[src/rtl/ple_pkg.sv]
// shared types and constants of the positional list engine
package ple_pkg;

  // field widths of one input item and one result item
  localparam int unsigned CMD_W    = 3;
  localparam int unsigned POS_W    = 5;
  localparam int unsigned VAL_W    = 32;
  localparam int unsigned IDX_W    = 4;
  localparam int unsigned CNT_W    = 5;
  localparam int unsigned IN_TDATA_W  = 40;
  localparam int unsigned OUT_TDATA_W = 48;

  // command codes
  typedef enum logic [CMD_W-1:0] {
    CMD_INSERT   = 3'd0,
    CMD_DELETE   = 3'd1,
    CMD_LOCATE   = 3'd2,
    CMD_RETRIEVE = 3'd3,
    CMD_NEXT     = 3'd4,
    CMD_PREV     = 3'd5
  } cmd_code_e;

  // source of the reported index
  typedef enum logic [1:0] {
    IDX_NONE    = 2'd0,
    IDX_TGT     = 2'd1,
    IDX_POS_INC = 2'd2,
    IDX_POS_DEC = 2'd3
  } idx_sel_e;

  // commands from controller to datapath
  typedef struct packed {
    logic     capture;
    logic     start;
    logic     rd_up;
    logic     rd_dn;
    logic     rd_at;
    logic     wr_shift;
    logic     wr_val;
    logic     cnt_inc;
    logic     cnt_dec;
    logic     stg_ok;
    logic     stg_val;
    idx_sel_e idx_sel;
    logic     res_ld;
  } dp_ctrl_t;

  // status from datapath to controller
  typedef struct packed {
    cmd_code_e cmd;
    logic      ins_ok;
    logic      rd_ok;
    logic      next_ok;
    logic      prev_ok;
    logic      more_up;
    logic      more_dn;
    logic      more_at;
    logic      pend;
    logic      match;
  } dp_stat_t;

endpackage

[src/rtl/ple_datapath.sv]
// datapath of the positional list engine: entry store, count, walk pointer, results
module ple_datapath #(
  parameter int unsigned CAPACITY = 16
) (
  input  logic                         clk_i,
  input  logic                         rst_ni,
  input  logic [ple_pkg::CMD_W-1:0]    command_i,
  input  logic [ple_pkg::POS_W-1:0]    position_i,
  input  logic [ple_pkg::VAL_W-1:0]    value_i,
  input  ple_pkg::dp_ctrl_t            ctrl_i,
  output ple_pkg::dp_stat_t            stat_o,
  output logic                         ok_o,
  output logic [ple_pkg::VAL_W-1:0]    item_value_o,
  output logic [ple_pkg::IDX_W-1:0]    item_index_o,
  output logic [ple_pkg::CNT_W-1:0]    entry_count_o,
  output logic                         is_empty_o
);

  localparam int unsigned AW = $clog2(CAPACITY);
  localparam int unsigned CW = $clog2(CAPACITY + 1);
  localparam int unsigned EW = ((CW > ple_pkg::POS_W) ? CW : ple_pkg::POS_W) + 1;

  logic [ple_pkg::VAL_W-1:0] mem [CAPACITY];

  logic [ple_pkg::CMD_W-1:0] cmd_q;
  logic [ple_pkg::POS_W-1:0] pos_q;
  logic [ple_pkg::VAL_W-1:0] val_q;
  logic [CW-1:0]             cnt_q, cnt_d;
  logic [CW-1:0]             idx_q, idx_d;
  logic                      pend_q;
  logic [AW-1:0]             tgt_q;
  logic [ple_pkg::VAL_W-1:0] rdata_q;

  logic                      stg_ok_q;
  logic [ple_pkg::VAL_W-1:0] stg_val_q;
  logic [ple_pkg::IDX_W-1:0] stg_idx_q, stg_idx_d;

  logic                      ok_q;
  logic [ple_pkg::VAL_W-1:0] item_value_q;
  logic [ple_pkg::IDX_W-1:0] item_index_q;
  logic [ple_pkg::CNT_W-1:0] count_q;
  logic                      empty_q;

  logic [EW-1:0] pos_e, cnt_e, idx_e, tgt_e, pos_inc_e, pos_dec_e, rd_addr_e;
  logic          rd_en, wr_en;
  logic [AW-1:0] rd_addr, wr_addr;
  logic [ple_pkg::VAL_W-1:0] wr_data;

  // extended operands for compares
  assign pos_e     = EW'(pos_q);
  assign cnt_e     = EW'(cnt_q);
  assign idx_e     = EW'(idx_q);
  assign tgt_e     = EW'(tgt_q);
  assign pos_inc_e = pos_e + EW'(1);
  assign pos_dec_e = pos_e - EW'(1);

  // status towards the controller
  always_comb begin
    stat_o.cmd     = ple_pkg::cmd_code_e'(cmd_q);
    stat_o.ins_ok  = (pos_e <= cnt_e) && (cnt_e < EW'(CAPACITY));
    stat_o.rd_ok   = pos_e < cnt_e;
    stat_o.next_ok = pos_inc_e < cnt_e;
    stat_o.prev_ok = (pos_e != '0) && (pos_e < cnt_e);
    stat_o.more_up = idx_e > pos_e;
    stat_o.more_dn = (idx_e + EW'(1)) < cnt_e;
    stat_o.more_at = idx_e < cnt_e;
    stat_o.pend    = pend_q;
    stat_o.match   = pend_q && (rdata_q == val_q);
  end

  // read and write port selection
  always_comb begin
    rd_en = ctrl_i.rd_up || ctrl_i.rd_dn || ctrl_i.rd_at;
    if (ctrl_i.rd_up) begin
      rd_addr_e = idx_e - EW'(1);
    end else if (ctrl_i.rd_dn) begin
      rd_addr_e = idx_e + EW'(1);
    end else begin
      rd_addr_e = idx_e;
    end
    rd_addr = rd_addr_e[AW-1:0];
    wr_en   = ctrl_i.wr_shift || ctrl_i.wr_val;
    wr_addr = ctrl_i.wr_val ? pos_e[AW-1:0] : tgt_q;
    wr_data = ctrl_i.wr_val ? val_q : rdata_q;
  end

  // walk pointer and count
  always_comb begin
    idx_d = idx_q;
    if (ctrl_i.start) begin
      case (ple_pkg::cmd_code_e'(cmd_q))
        ple_pkg::CMD_INSERT: idx_d = cnt_q;
        ple_pkg::CMD_LOCATE: idx_d = '0;
        default:             idx_d = pos_e[CW-1:0];
      endcase
    end else if (ctrl_i.rd_up) begin
      idx_d = idx_q - CW'(1);
    end else if (ctrl_i.rd_dn || ctrl_i.rd_at) begin
      idx_d = idx_q + CW'(1);
    end
    cnt_d = cnt_q;
    if (ctrl_i.cnt_inc) begin
      cnt_d = cnt_q + CW'(1);
    end else if (ctrl_i.cnt_dec) begin
      cnt_d = cnt_q - CW'(1);
    end
  end

  // reported index source
  always_comb begin
    case (ctrl_i.idx_sel)
      ple_pkg::IDX_TGT:     stg_idx_d = tgt_e[ple_pkg::IDX_W-1:0];
      ple_pkg::IDX_POS_INC: stg_idx_d = pos_inc_e[ple_pkg::IDX_W-1:0];
      ple_pkg::IDX_POS_DEC: stg_idx_d = pos_dec_e[ple_pkg::IDX_W-1:0];
      default:              stg_idx_d = stg_idx_q;
    endcase
  end

  // entry store, one write and one registered read a cycle
  always_ff @(posedge clk_i) begin
    if (wr_en) begin
      mem[wr_addr] <= wr_data;
    end
    if (rd_en) begin
      rdata_q <= mem[rd_addr];
    end
  end

  // control state
  always_ff @(posedge clk_i or negedge rst_ni) begin
    if (!rst_ni) begin
      cnt_q  <= '0;
      pend_q <= 1'b0;
    end else begin
      cnt_q  <= cnt_d;
      pend_q <= rd_en;
    end
  end

  // captured item, pointer, staging and result registers
  always_ff @(posedge clk_i) begin
    idx_q <= idx_d;
    if (rd_en) begin
      tgt_q <= idx_q[AW-1:0];
    end
    if (ctrl_i.capture) begin
      cmd_q     <= command_i;
      pos_q     <= position_i;
      val_q     <= value_i;
      stg_ok_q  <= 1'b0;
      stg_val_q <= '0;
      stg_idx_q <= '0;
    end else begin
      if (ctrl_i.stg_ok) begin
        stg_ok_q <= 1'b1;
      end
      if (ctrl_i.stg_val) begin
        stg_val_q <= rdata_q;
      end
      stg_idx_q <= stg_idx_d;
    end
    if (ctrl_i.res_ld) begin
      ok_q         <= stg_ok_q;
      item_value_q <= stg_val_q;
      item_index_q <= stg_idx_q;
      count_q      <= cnt_e[ple_pkg::CNT_W-1:0];
      empty_q      <= (cnt_q == '0);
    end
  end

  assign ok_o          = ok_q;
  assign item_value_o  = item_value_q;
  assign item_index_o  = item_index_q;
  assign entry_count_o = count_q;
  assign is_empty_o    = empty_q;

`ifndef SYNTHESIS
  // the count never passes the store size
  a_cnt_bound: assert property (@(posedge clk_i) disable iff (!rst_ni)
    cnt_q <= CW'(CAPACITY))
    else $error("entry count above capacity");

  // a shift write and the new value never meet on the single write port
  a_wr_port: assert property (@(posedge clk_i) disable iff (!rst_ni)
    !(ctrl_i.wr_shift && ctrl_i.wr_val))
    else $error("write port collision");

  // the count moves by at most one per command
  a_cnt_step: assert property (@(posedge clk_i) disable iff (!rst_ni)
    (cnt_q != $past(cnt_q)) |->
      ((cnt_q == $past(cnt_q) + CW'(1)) || (cnt_q + CW'(1) == $past(cnt_q))))
    else $error("entry count jumped");
`endif

endmodule

[src/rtl/ple_controller.sv]
// controller of the positional list engine: sequences each command over the datapath
module ple_controller (
  input  logic               clk_i,
  input  logic               rst_ni,
  input  logic               in_valid_i,
  output logic               in_ready_o,
  output logic               out_valid_o,
  input  logic               out_ready_i,
  input  ple_pkg::dp_stat_t  stat_i,
  output ple_pkg::dp_ctrl_t  ctrl_o
);

  typedef enum logic [2:0] {
    ST_IDLE,
    ST_DECODE,
    ST_INS_SHIFT,
    ST_DEL_SHIFT,
    ST_LOC_SCAN,
    ST_RET_RD,
    ST_RET_WAIT,
    ST_FINISH
  } state_e;

  state_e state_q, state_d;
  logic   out_vld_q, out_vld_d;

  assign in_ready_o  = (state_q == ST_IDLE);
  assign out_valid_o = out_vld_q;

  // next state and datapath commands
  always_comb begin
    state_d        = state_q;
    ctrl_o         = '0;
    ctrl_o.idx_sel = ple_pkg::IDX_NONE;
    case (state_q)
      ST_IDLE: begin
        if (in_valid_i) begin
          ctrl_o.capture = 1'b1;
          state_d        = ST_DECODE;
        end
      end
      ST_DECODE: begin
        state_d = ST_FINISH;
        case (stat_i.cmd)
          ple_pkg::CMD_INSERT: begin
            if (stat_i.ins_ok) begin
              ctrl_o.start = 1'b1;
              state_d      = ST_INS_SHIFT;
            end
          end
          ple_pkg::CMD_DELETE: begin
            if (stat_i.rd_ok) begin
              ctrl_o.start = 1'b1;
              state_d      = ST_DEL_SHIFT;
            end
          end
          ple_pkg::CMD_LOCATE: begin
            ctrl_o.start = 1'b1;
            state_d      = ST_LOC_SCAN;
          end
          ple_pkg::CMD_RETRIEVE: begin
            if (stat_i.rd_ok) begin
              ctrl_o.start = 1'b1;
              state_d      = ST_RET_RD;
            end
          end
          ple_pkg::CMD_NEXT: begin
            if (stat_i.next_ok) begin
              ctrl_o.stg_ok  = 1'b1;
              ctrl_o.idx_sel = ple_pkg::IDX_POS_INC;
            end
          end
          ple_pkg::CMD_PREV: begin
            if (stat_i.prev_ok) begin
              ctrl_o.stg_ok  = 1'b1;
              ctrl_o.idx_sel = ple_pkg::IDX_POS_DEC;
            end
          end
          default: begin
            state_d = ST_FINISH;
          end
        endcase
      end
      // move entries up from the tail, then drop the new value in
      ST_INS_SHIFT: begin
        ctrl_o.rd_up    = stat_i.more_up;
        ctrl_o.wr_shift = stat_i.pend;
        if (!stat_i.more_up && !stat_i.pend) begin
          ctrl_o.wr_val  = 1'b1;
          ctrl_o.cnt_inc = 1'b1;
          ctrl_o.stg_ok  = 1'b1;
          state_d        = ST_FINISH;
        end
      end
      // move entries down over the removed one
      ST_DEL_SHIFT: begin
        ctrl_o.rd_dn    = stat_i.more_dn;
        ctrl_o.wr_shift = stat_i.pend;
        if (!stat_i.more_dn && !stat_i.pend) begin
          ctrl_o.cnt_dec = 1'b1;
          ctrl_o.stg_ok  = 1'b1;
          state_d        = ST_FINISH;
        end
      end
      // compare entries in order, stop at the first match
      ST_LOC_SCAN: begin
        if (stat_i.match) begin
          ctrl_o.stg_ok  = 1'b1;
          ctrl_o.idx_sel = ple_pkg::IDX_TGT;
          state_d        = ST_FINISH;
        end else if (stat_i.more_at) begin
          ctrl_o.rd_at = 1'b1;
        end else if (!stat_i.pend) begin
          state_d = ST_FINISH;
        end
      end
      ST_RET_RD: begin
        ctrl_o.rd_at = 1'b1;
        state_d      = ST_RET_WAIT;
      end
      ST_RET_WAIT: begin
        ctrl_o.stg_ok  = 1'b1;
        ctrl_o.stg_val = 1'b1;
        state_d        = ST_FINISH;
      end
      // hand the result to the output register once it is free
      ST_FINISH: begin
        if (!out_vld_q || out_ready_i) begin
          ctrl_o.res_ld = 1'b1;
          state_d       = ST_IDLE;
        end
      end
      default: begin
        state_d = ST_IDLE;
      end
    endcase
  end

  // output valid follows loads and transfers
  always_comb begin
    if (ctrl_o.res_ld) begin
      out_vld_d = 1'b1;
    end else if (out_ready_i) begin
      out_vld_d = 1'b0;
    end else begin
      out_vld_d = out_vld_q;
    end
  end

  // state and registered outputs
  always_ff @(posedge clk_i or negedge rst_ni) begin
    if (!rst_ni) begin
      state_q   <= ST_IDLE;
      out_vld_q <= 1'b0;
    end else begin
      state_q   <= state_d;
      out_vld_q <= out_vld_d;
    end
  end

endmodule

[src/rtl/positional_list_engine_unit.sv]
// Positional list engine: an ordered list of signed 32-bit values in a store of CAPACITY
// entries. Each command transfer yields one result transfer. Insert and delete move the
// entries between the position and the tail, locate compares entries from the head,
// retrieve reads one entry, and next or previous index, like any command that fails its
// bounds check, needs no access to the store. The engine passes back through idle before
// the next command is taken. How long a command lasts is set by the walk over the entry
// store, which has one read and one write port, so entries are moved or compared one per
// cycle. A finished result waits in the output register while the next command is accepted.
// No clearing pass follows reset.
module positional_list_engine_unit #(
  parameter int unsigned CAPACITY = 16
) (
  input  logic                               clk_i,
  input  logic                               rst_ni,
  input  logic                               s_axis_tvalid,
  output logic                               s_axis_tready,
  // command [2:0], position [7:3], value [39:8]
  input  logic [ple_pkg::IN_TDATA_W-1:0]     s_axis_tdata,
  output logic                               m_axis_tvalid,
  input  logic                               m_axis_tready,
  // ok [0], item_value [32:1], item_index [36:33], entry_count [41:37], is_empty [42],
  // zero [47:43]
  output logic [ple_pkg::OUT_TDATA_W-1:0]    m_axis_tdata
);

  ple_pkg::dp_ctrl_t ctrl;
  ple_pkg::dp_stat_t stat;

  logic                          ok;
  logic [ple_pkg::VAL_W-1:0]     item_value;
  logic [ple_pkg::IDX_W-1:0]     item_index;
  logic [ple_pkg::CNT_W-1:0]     entry_count;
  logic                          is_empty;

  // command sequencer
  ple_controller u_ctrl (
    .clk_i       (clk_i),
    .rst_ni      (rst_ni),
    .in_valid_i  (s_axis_tvalid),
    .in_ready_o  (s_axis_tready),
    .out_valid_o (m_axis_tvalid),
    .out_ready_i (m_axis_tready),
    .stat_i      (stat),
    .ctrl_o      (ctrl)
  );

  // store, count and result registers
  ple_datapath #(
    .CAPACITY (CAPACITY)
  ) u_dp (
    .clk_i         (clk_i),
    .rst_ni        (rst_ni),
    .command_i     (s_axis_tdata[2:0]),
    .position_i    (s_axis_tdata[7:3]),
    .value_i       (s_axis_tdata[39:8]),
    .ctrl_i        (ctrl),
    .stat_o        (stat),
    .ok_o          (ok),
    .item_value_o  (item_value),
    .item_index_o  (item_index),
    .entry_count_o (entry_count),
    .is_empty_o    (is_empty)
  );

  // pack the result transfer
  assign m_axis_tdata = {5'b0, is_empty, entry_count, item_index, item_value, ok};

endmodule
[config.mk]
export PLATFORM = sky130hd
export DESIGN_NAME = positional_list_engine_unit
export DESIGN_NICKNAME = d
export VERILOG_FILES = /design/src/rtl/ple_pkg.sv /design/src/rtl/ple_datapath.sv /design/src/rtl/ple_controller.sv /design/src/rtl/positional_list_engine_unit.sv
export SDC_FILE = /design/constraint.sdc
export NUM_CORES = 1
export LEC_CHECK = 0
export ABC_AREA = 1
export ABC_CLOCK_PERIOD_IN_PS = 8119
export BUFFER_PORTS_ARGS = -buffer_cell sky130_fd_sc_hd__buf_2
export CORE_MARGIN = 2
export CORE_UTILIZATION = 47
export CTS_BUF_LIST = sky130_fd_sc_hd__clkbuf_2 sky130_fd_sc_hd__clkbuf_4 sky130_fd_sc_hd__clkbuf_8
export CTS_CLUSTER_DIAMETER = 120
export DETAILED_ROUTE_END_ITERATION = 12
export PLACE_DENSITY = 0.6
export RECOVER_POWER = 25
export SLEW_MARGIN = 40
export SYNTH_ARGS = -nofsm -noshare
export SYNTH_HDL_FRONTEND = slang
export SYNTH_SLANG_ARGS = --single-unit
[constraint.sdc]
create_clock -name clk_i -period 8.12 [get_ports clk_i]
set_clock_uncertainty 0.2 [all_clocks]
set_input_delay 0.812 -clock clk_i [delete_from_list [all_inputs] [get_ports clk_i]]
set_output_delay 0.812 -clock clk_i [all_outputs]
set_load 0.02 [all_outputs]
==> Implementation_results.wiki <==
{| class="wikitable"
! Metric !! Value
|-
| Pin count of the biggest net entering global routing || 162
|-
| Most common library cell in the layout ignoring fill and taps || sky130_fd_sc_hd__nand2_1
|-
| Commonest cells after routing, fill and taps aside || 705 x sky130_fd_sc_hd__nand2_1, 636 x sky130_fd_sc_hd__edfxtp_1, 610 x sky130_fd_sc_hd__nand3_1, 365 x sky130_fd_sc_hd__inv_1, 114 x sky130_fd_sc_hd__clkbuf_8
|-
| Power density cells || 441 nW/um2
|-
| Overall power consumption || 14.7 mW
|-
| Worst path max stage delay || 1940 ps
|-
| Violations in the final reports || max-capacitance violations, max-slew violations
|-
| WL final || 80400 um
|-
| Type of element capturing the critical path || flop
|-
| Leakage || 13.8 nW
|-
| Arrival @ worst endpoint || 6100 ps
|-
| Starting utilization of the core area || 0.475
|-
| Maxcap violations || 2
|-
| Mapped Avg Cell Area || 10.6 um2
|-
| Overflow after GRT || 0
|-
| Required time at the endpoint of the critical path || 8360 ps
|-
| Post-synthesis cell count || 2834
|-
| DP Worst Slack || 3150 ps
|-
| Number of buffers inserted during clock tree synthesis || 107
|-
| Worst-margin pin slew || 2650 ps
|-
| Clock sink total || 683
|-
| Sequential element share of the synthesized area || 0.671
|-
| Final period utilization || 0.721
|-
| Peak VDD IR || 0.292 mV
|-
| Overall die height || 256 um
|-
| Critical path startpoint category || flop
|-
| Number of buffers inserted by port buffering || 88
|-
| Area fraction of the dominant cell type after synthesis || 0.638
|-
| Final ANT Viol Nets || 0
|-
| Mapped Area || 29900 um2
|-
| Proportion of synthesized flip-flops having asynchronous set or reset || 0.0146
|-
| Primary flip-flop cell chosen by synthesis mapping || sky130_fd_sc_hd__edfxtp_1
|-
| Maximum achievable frequency || 171 MHz
|-
| CTS clk-pin slew, worst paths || 70 ps
|-
| EDFF count, synth || 636
|-
| Number of antenna violations at the first check in global routing || 1
|-
| Final Core Density || 0.530
|-
| Critical path type || reg2reg
|-
| Wire length of the first global-routing pass || 121000 um
|-
| Max Transition Viols Final || 92
|-
| Biggest area contributors in the synthesized netlist || sky130_fd_sc_hd__edfxtp_1 64%, sky130_fd_sc_hd__nand3_1 10%, sky130_fd_sc_hd__nand2_1 8.9%
|-
| Worst Slack Setup Final || 2260 ps
|-
| Unrepaired setup endpoints after global routing || false
|-
| Crit path max fanout || 46
|-
| CTS Buffer Depth || 3
|-
| Number of buffers inserted to repair setup after CTS || 0
|-
| Total Die Area || 65700 um2
|-
| Slowest-stage cell, CP || sky130_fd_sc_hd__clkbuf_1
|-
| Max-slew headroom || -0.767
|-
| Starting DRT DRC Count || 2298
|-
| Hold violation count in the final report || 0
|-
| Width of the die || 256 um
|-
| Warning count from the yosys run || 0
|-
| Count of final setup violators || 0
|-
| Number of design rule violations left after detail routing || 0
|-
| Area of the core region || 63000 um2
|-
| Setup TNS Final || 0 ps
|-
| GRT Util Overall || 0.244
|-
| DR WL/cell || 20.8 um
|-
| Classification of the worst-slack hold path || in2reg
|-
| Area Overhead vs Synth || 11.6%
|-
| Hpwl dp || 42000 um
|-
| Register bit count reported by yosys || 683
|-
| H-tree lvl count || 3
|-
| Crit-path cells || inv_1, ha_1, inv_1, nand2_1, nand3_1, nand2_1, nand3_1, clkbuf_1, clkbuf_1, o21ai_0, buf_4
|-
| Cell Rows || 92
|-
| Unique cell type count in the Yosys netlist || 39
|-
| Cell at the root of the clock tree || sky130_fd_sc_hd__clkbuf_8
|-
| Post-layout nets || 3016
|-
| Final RePlAce weighted congestion || 0.890
|-
| Ratio of cells with drive above 1 in the final layout || 0.0993
|-
| Via density || 5.40
|-
| Clock insertion delay at the later pin of the skew report || 720 ps
|-
| Result of the run || complete, but fails checks
|-
| Via count of the first global-routing pass || 19.8k
|-
| Number of top-level pins || 94
|-
| Vias after detailed routing || 20.9k
|-
| CTS tree || built
|-
| Drt first pass iters || 6
|-
| Cell taking the most area after synthesis || sky130_fd_sc_hd__edfxtp_1
|-
| Tmin final || 5860 ps
|}
[per-layer routing]
layer	track usage	up-vias	wire [um]
met5	0	-	0
met4	0.0893	0	2260
met3	0.0415	148	7350
met2	0.384	959	36900
met1	0.342	10000	34000
li1	-	9774	-
[report_power, final]
part | internal (mW) | total [mW] | switching (mW) | leakage, nW
combinational | 1.72 | 6.37 | 4.66 | 6.43
clock | 1.57 | 2.91 | 1.35 | 1.14
sequential | 5.07 | 5.44 | 0.364 | 6.19
total | 8.36 | 14.7 | 6.37 | 13.8
[kinds of logic (layout without fill, tap and decap cells)]
logic type,count (synthesis),after routing,synth area share
AOI/OAI and AO/OA,146,146,0.0259
xor gates and xnor gates,29,29,0.00849
and+or+nand+nor,1413,1413,0.207
other,1,6,0.000125
buffers and inverters,526,709,0.0720
adders and majority gates,36,36,0.0156
DFF,683,683,0.671
[registers in the layout, summed over array words and instances, names as in the netlist]
register            count
u_ctrl.out_valid_o      1
u_ctrl.state_q          3
u_dp.cmd_q              3
u_dp.cnt_q              5
u_dp.entry_count_o      5
u_dp.idx_q              5
u_dp.is_empty_o         1
u_dp.item_index_o       4
u_dp.item_value_o      32
u_dp.mem              512
u_dp.ok_o               1
u_dp.pend_q             1
u_dp.pos_q              5
u_dp.rdata_q           32
u_dp.stg_idx_q          4
u_dp.stg_ok_q           1
u_dp.stg_val_q         32
u_dp.tgt_q              4
u_dp.val_q             32
[repair_timing]
action | CTS | global route
gates resized for setup | 0 | 0
hold buffers | 1 | 0
endpoints found under the hold margin | 10 | 0
[worst max-delay path: cells and delay by family (launching register included)]
kind | cells | cell delay [ps]
adder cells (fa/ha/maj) | 1 | 280
buffers and inverters | 5 | 3440
AO/OA/AOI/OAI | 1 | 580
flip-flops | 1 | 700
AND/OR/NAND/NOR | 4 | 350
[path summary, 6_finish.rpt]
kind,startpoint,end,slack (ps),cells past startpoint
worst max-delay path,u_dp.idx_q[0],u_dp.mem[7][11],2260,11
worst min-delay path,s_axis_tdata[19],u_dp.val_q[11],60,1
worst max register to register,u_dp.idx_q[0],u_dp.mem[7][11],2260,11
worst min register to register,u_dp.stg_val_q[13],u_dp.item_value_o[13],220,0
max in group asynchronous,rst_ni,u_dp.cnt_q[4],6860,2
min in group asynchronous,rst_ni,u_ctrl.state_q[2],450,2
[stage by stage]
stage,instance area (um2),hold slack [ps],std cells
floorplan,29900,203,2838
global placement,31300,214,3668
detailed placement,31400,214,3670
CTS,33500,16.5,3865
global route,33400,39.3,3868
finish,33400,59.9,3868
[cell type report]
class | count | area [um2]
multi-input cells | 1629 | 7900
clock buffers | 146 | 1800
fillers | 5564 | 29600
well taps | 846 | 1060
diodes | 1 | 2.50
inverters | 371 | 1400
clock inverters | 48 | 343
flip-flops and latches | 683 | 20100
repair buffers | 144 | 806
[cell usage after synthesis, types with 2 or more instances]
master / instances
sky130_fd_sc_hd__buf_6: 2
sky130_fd_sc_hd__dfrtp_1: 10
sky130_fd_sc_hd__or2_2: 6
sky130_fd_sc_hd__fa_1: 2
sky130_fd_sc_hd__nand4_1: 9
sky130_fd_sc_hd__o21ai_0: 75
sky130_fd_sc_hd__ha_1: 34
sky130_fd_sc_hd__buf_4: 16
sky130_fd_sc_hd__nand2_1: 707
sky130_fd_sc_hd__a21oi_1: 47
sky130_fd_sc_hd__a211oi_1: 3
sky130_fd_sc_hd__buf_1: 12
sky130_fd_sc_hd__nand2_2: 5
sky130_fd_sc_hd__nor3_1: 7
sky130_fd_sc_hd__dfxtp_1: 37
sky130_fd_sc_hd__buf_2: 84
sky130_fd_sc_hd__xor2_1: 24
sky130_fd_sc_hd__o21ai_1: 2
sky130_fd_sc_hd__nor2_2: 2
sky130_fd_sc_hd__nand3_2: 3
sky130_fd_sc_hd__nor2_1: 57
sky130_fd_sc_hd__nor4_1: 2
sky130_fd_sc_hd__xnor2_1: 5
sky130_fd_sc_hd__clkbuf_1: 41
sky130_fd_sc_hd__o21bai_1: 3
sky130_fd_sc_hd__inv_2: 4
sky130_fd_sc_hd__edfxtp_1: 636
sky130_fd_sc_hd__o22ai_1: 10
sky130_fd_sc_hd__inv_1: 367
sky130_fd_sc_hd__nand3_1: 613
No activity file was read; power rests on OpenSTA's default activity.
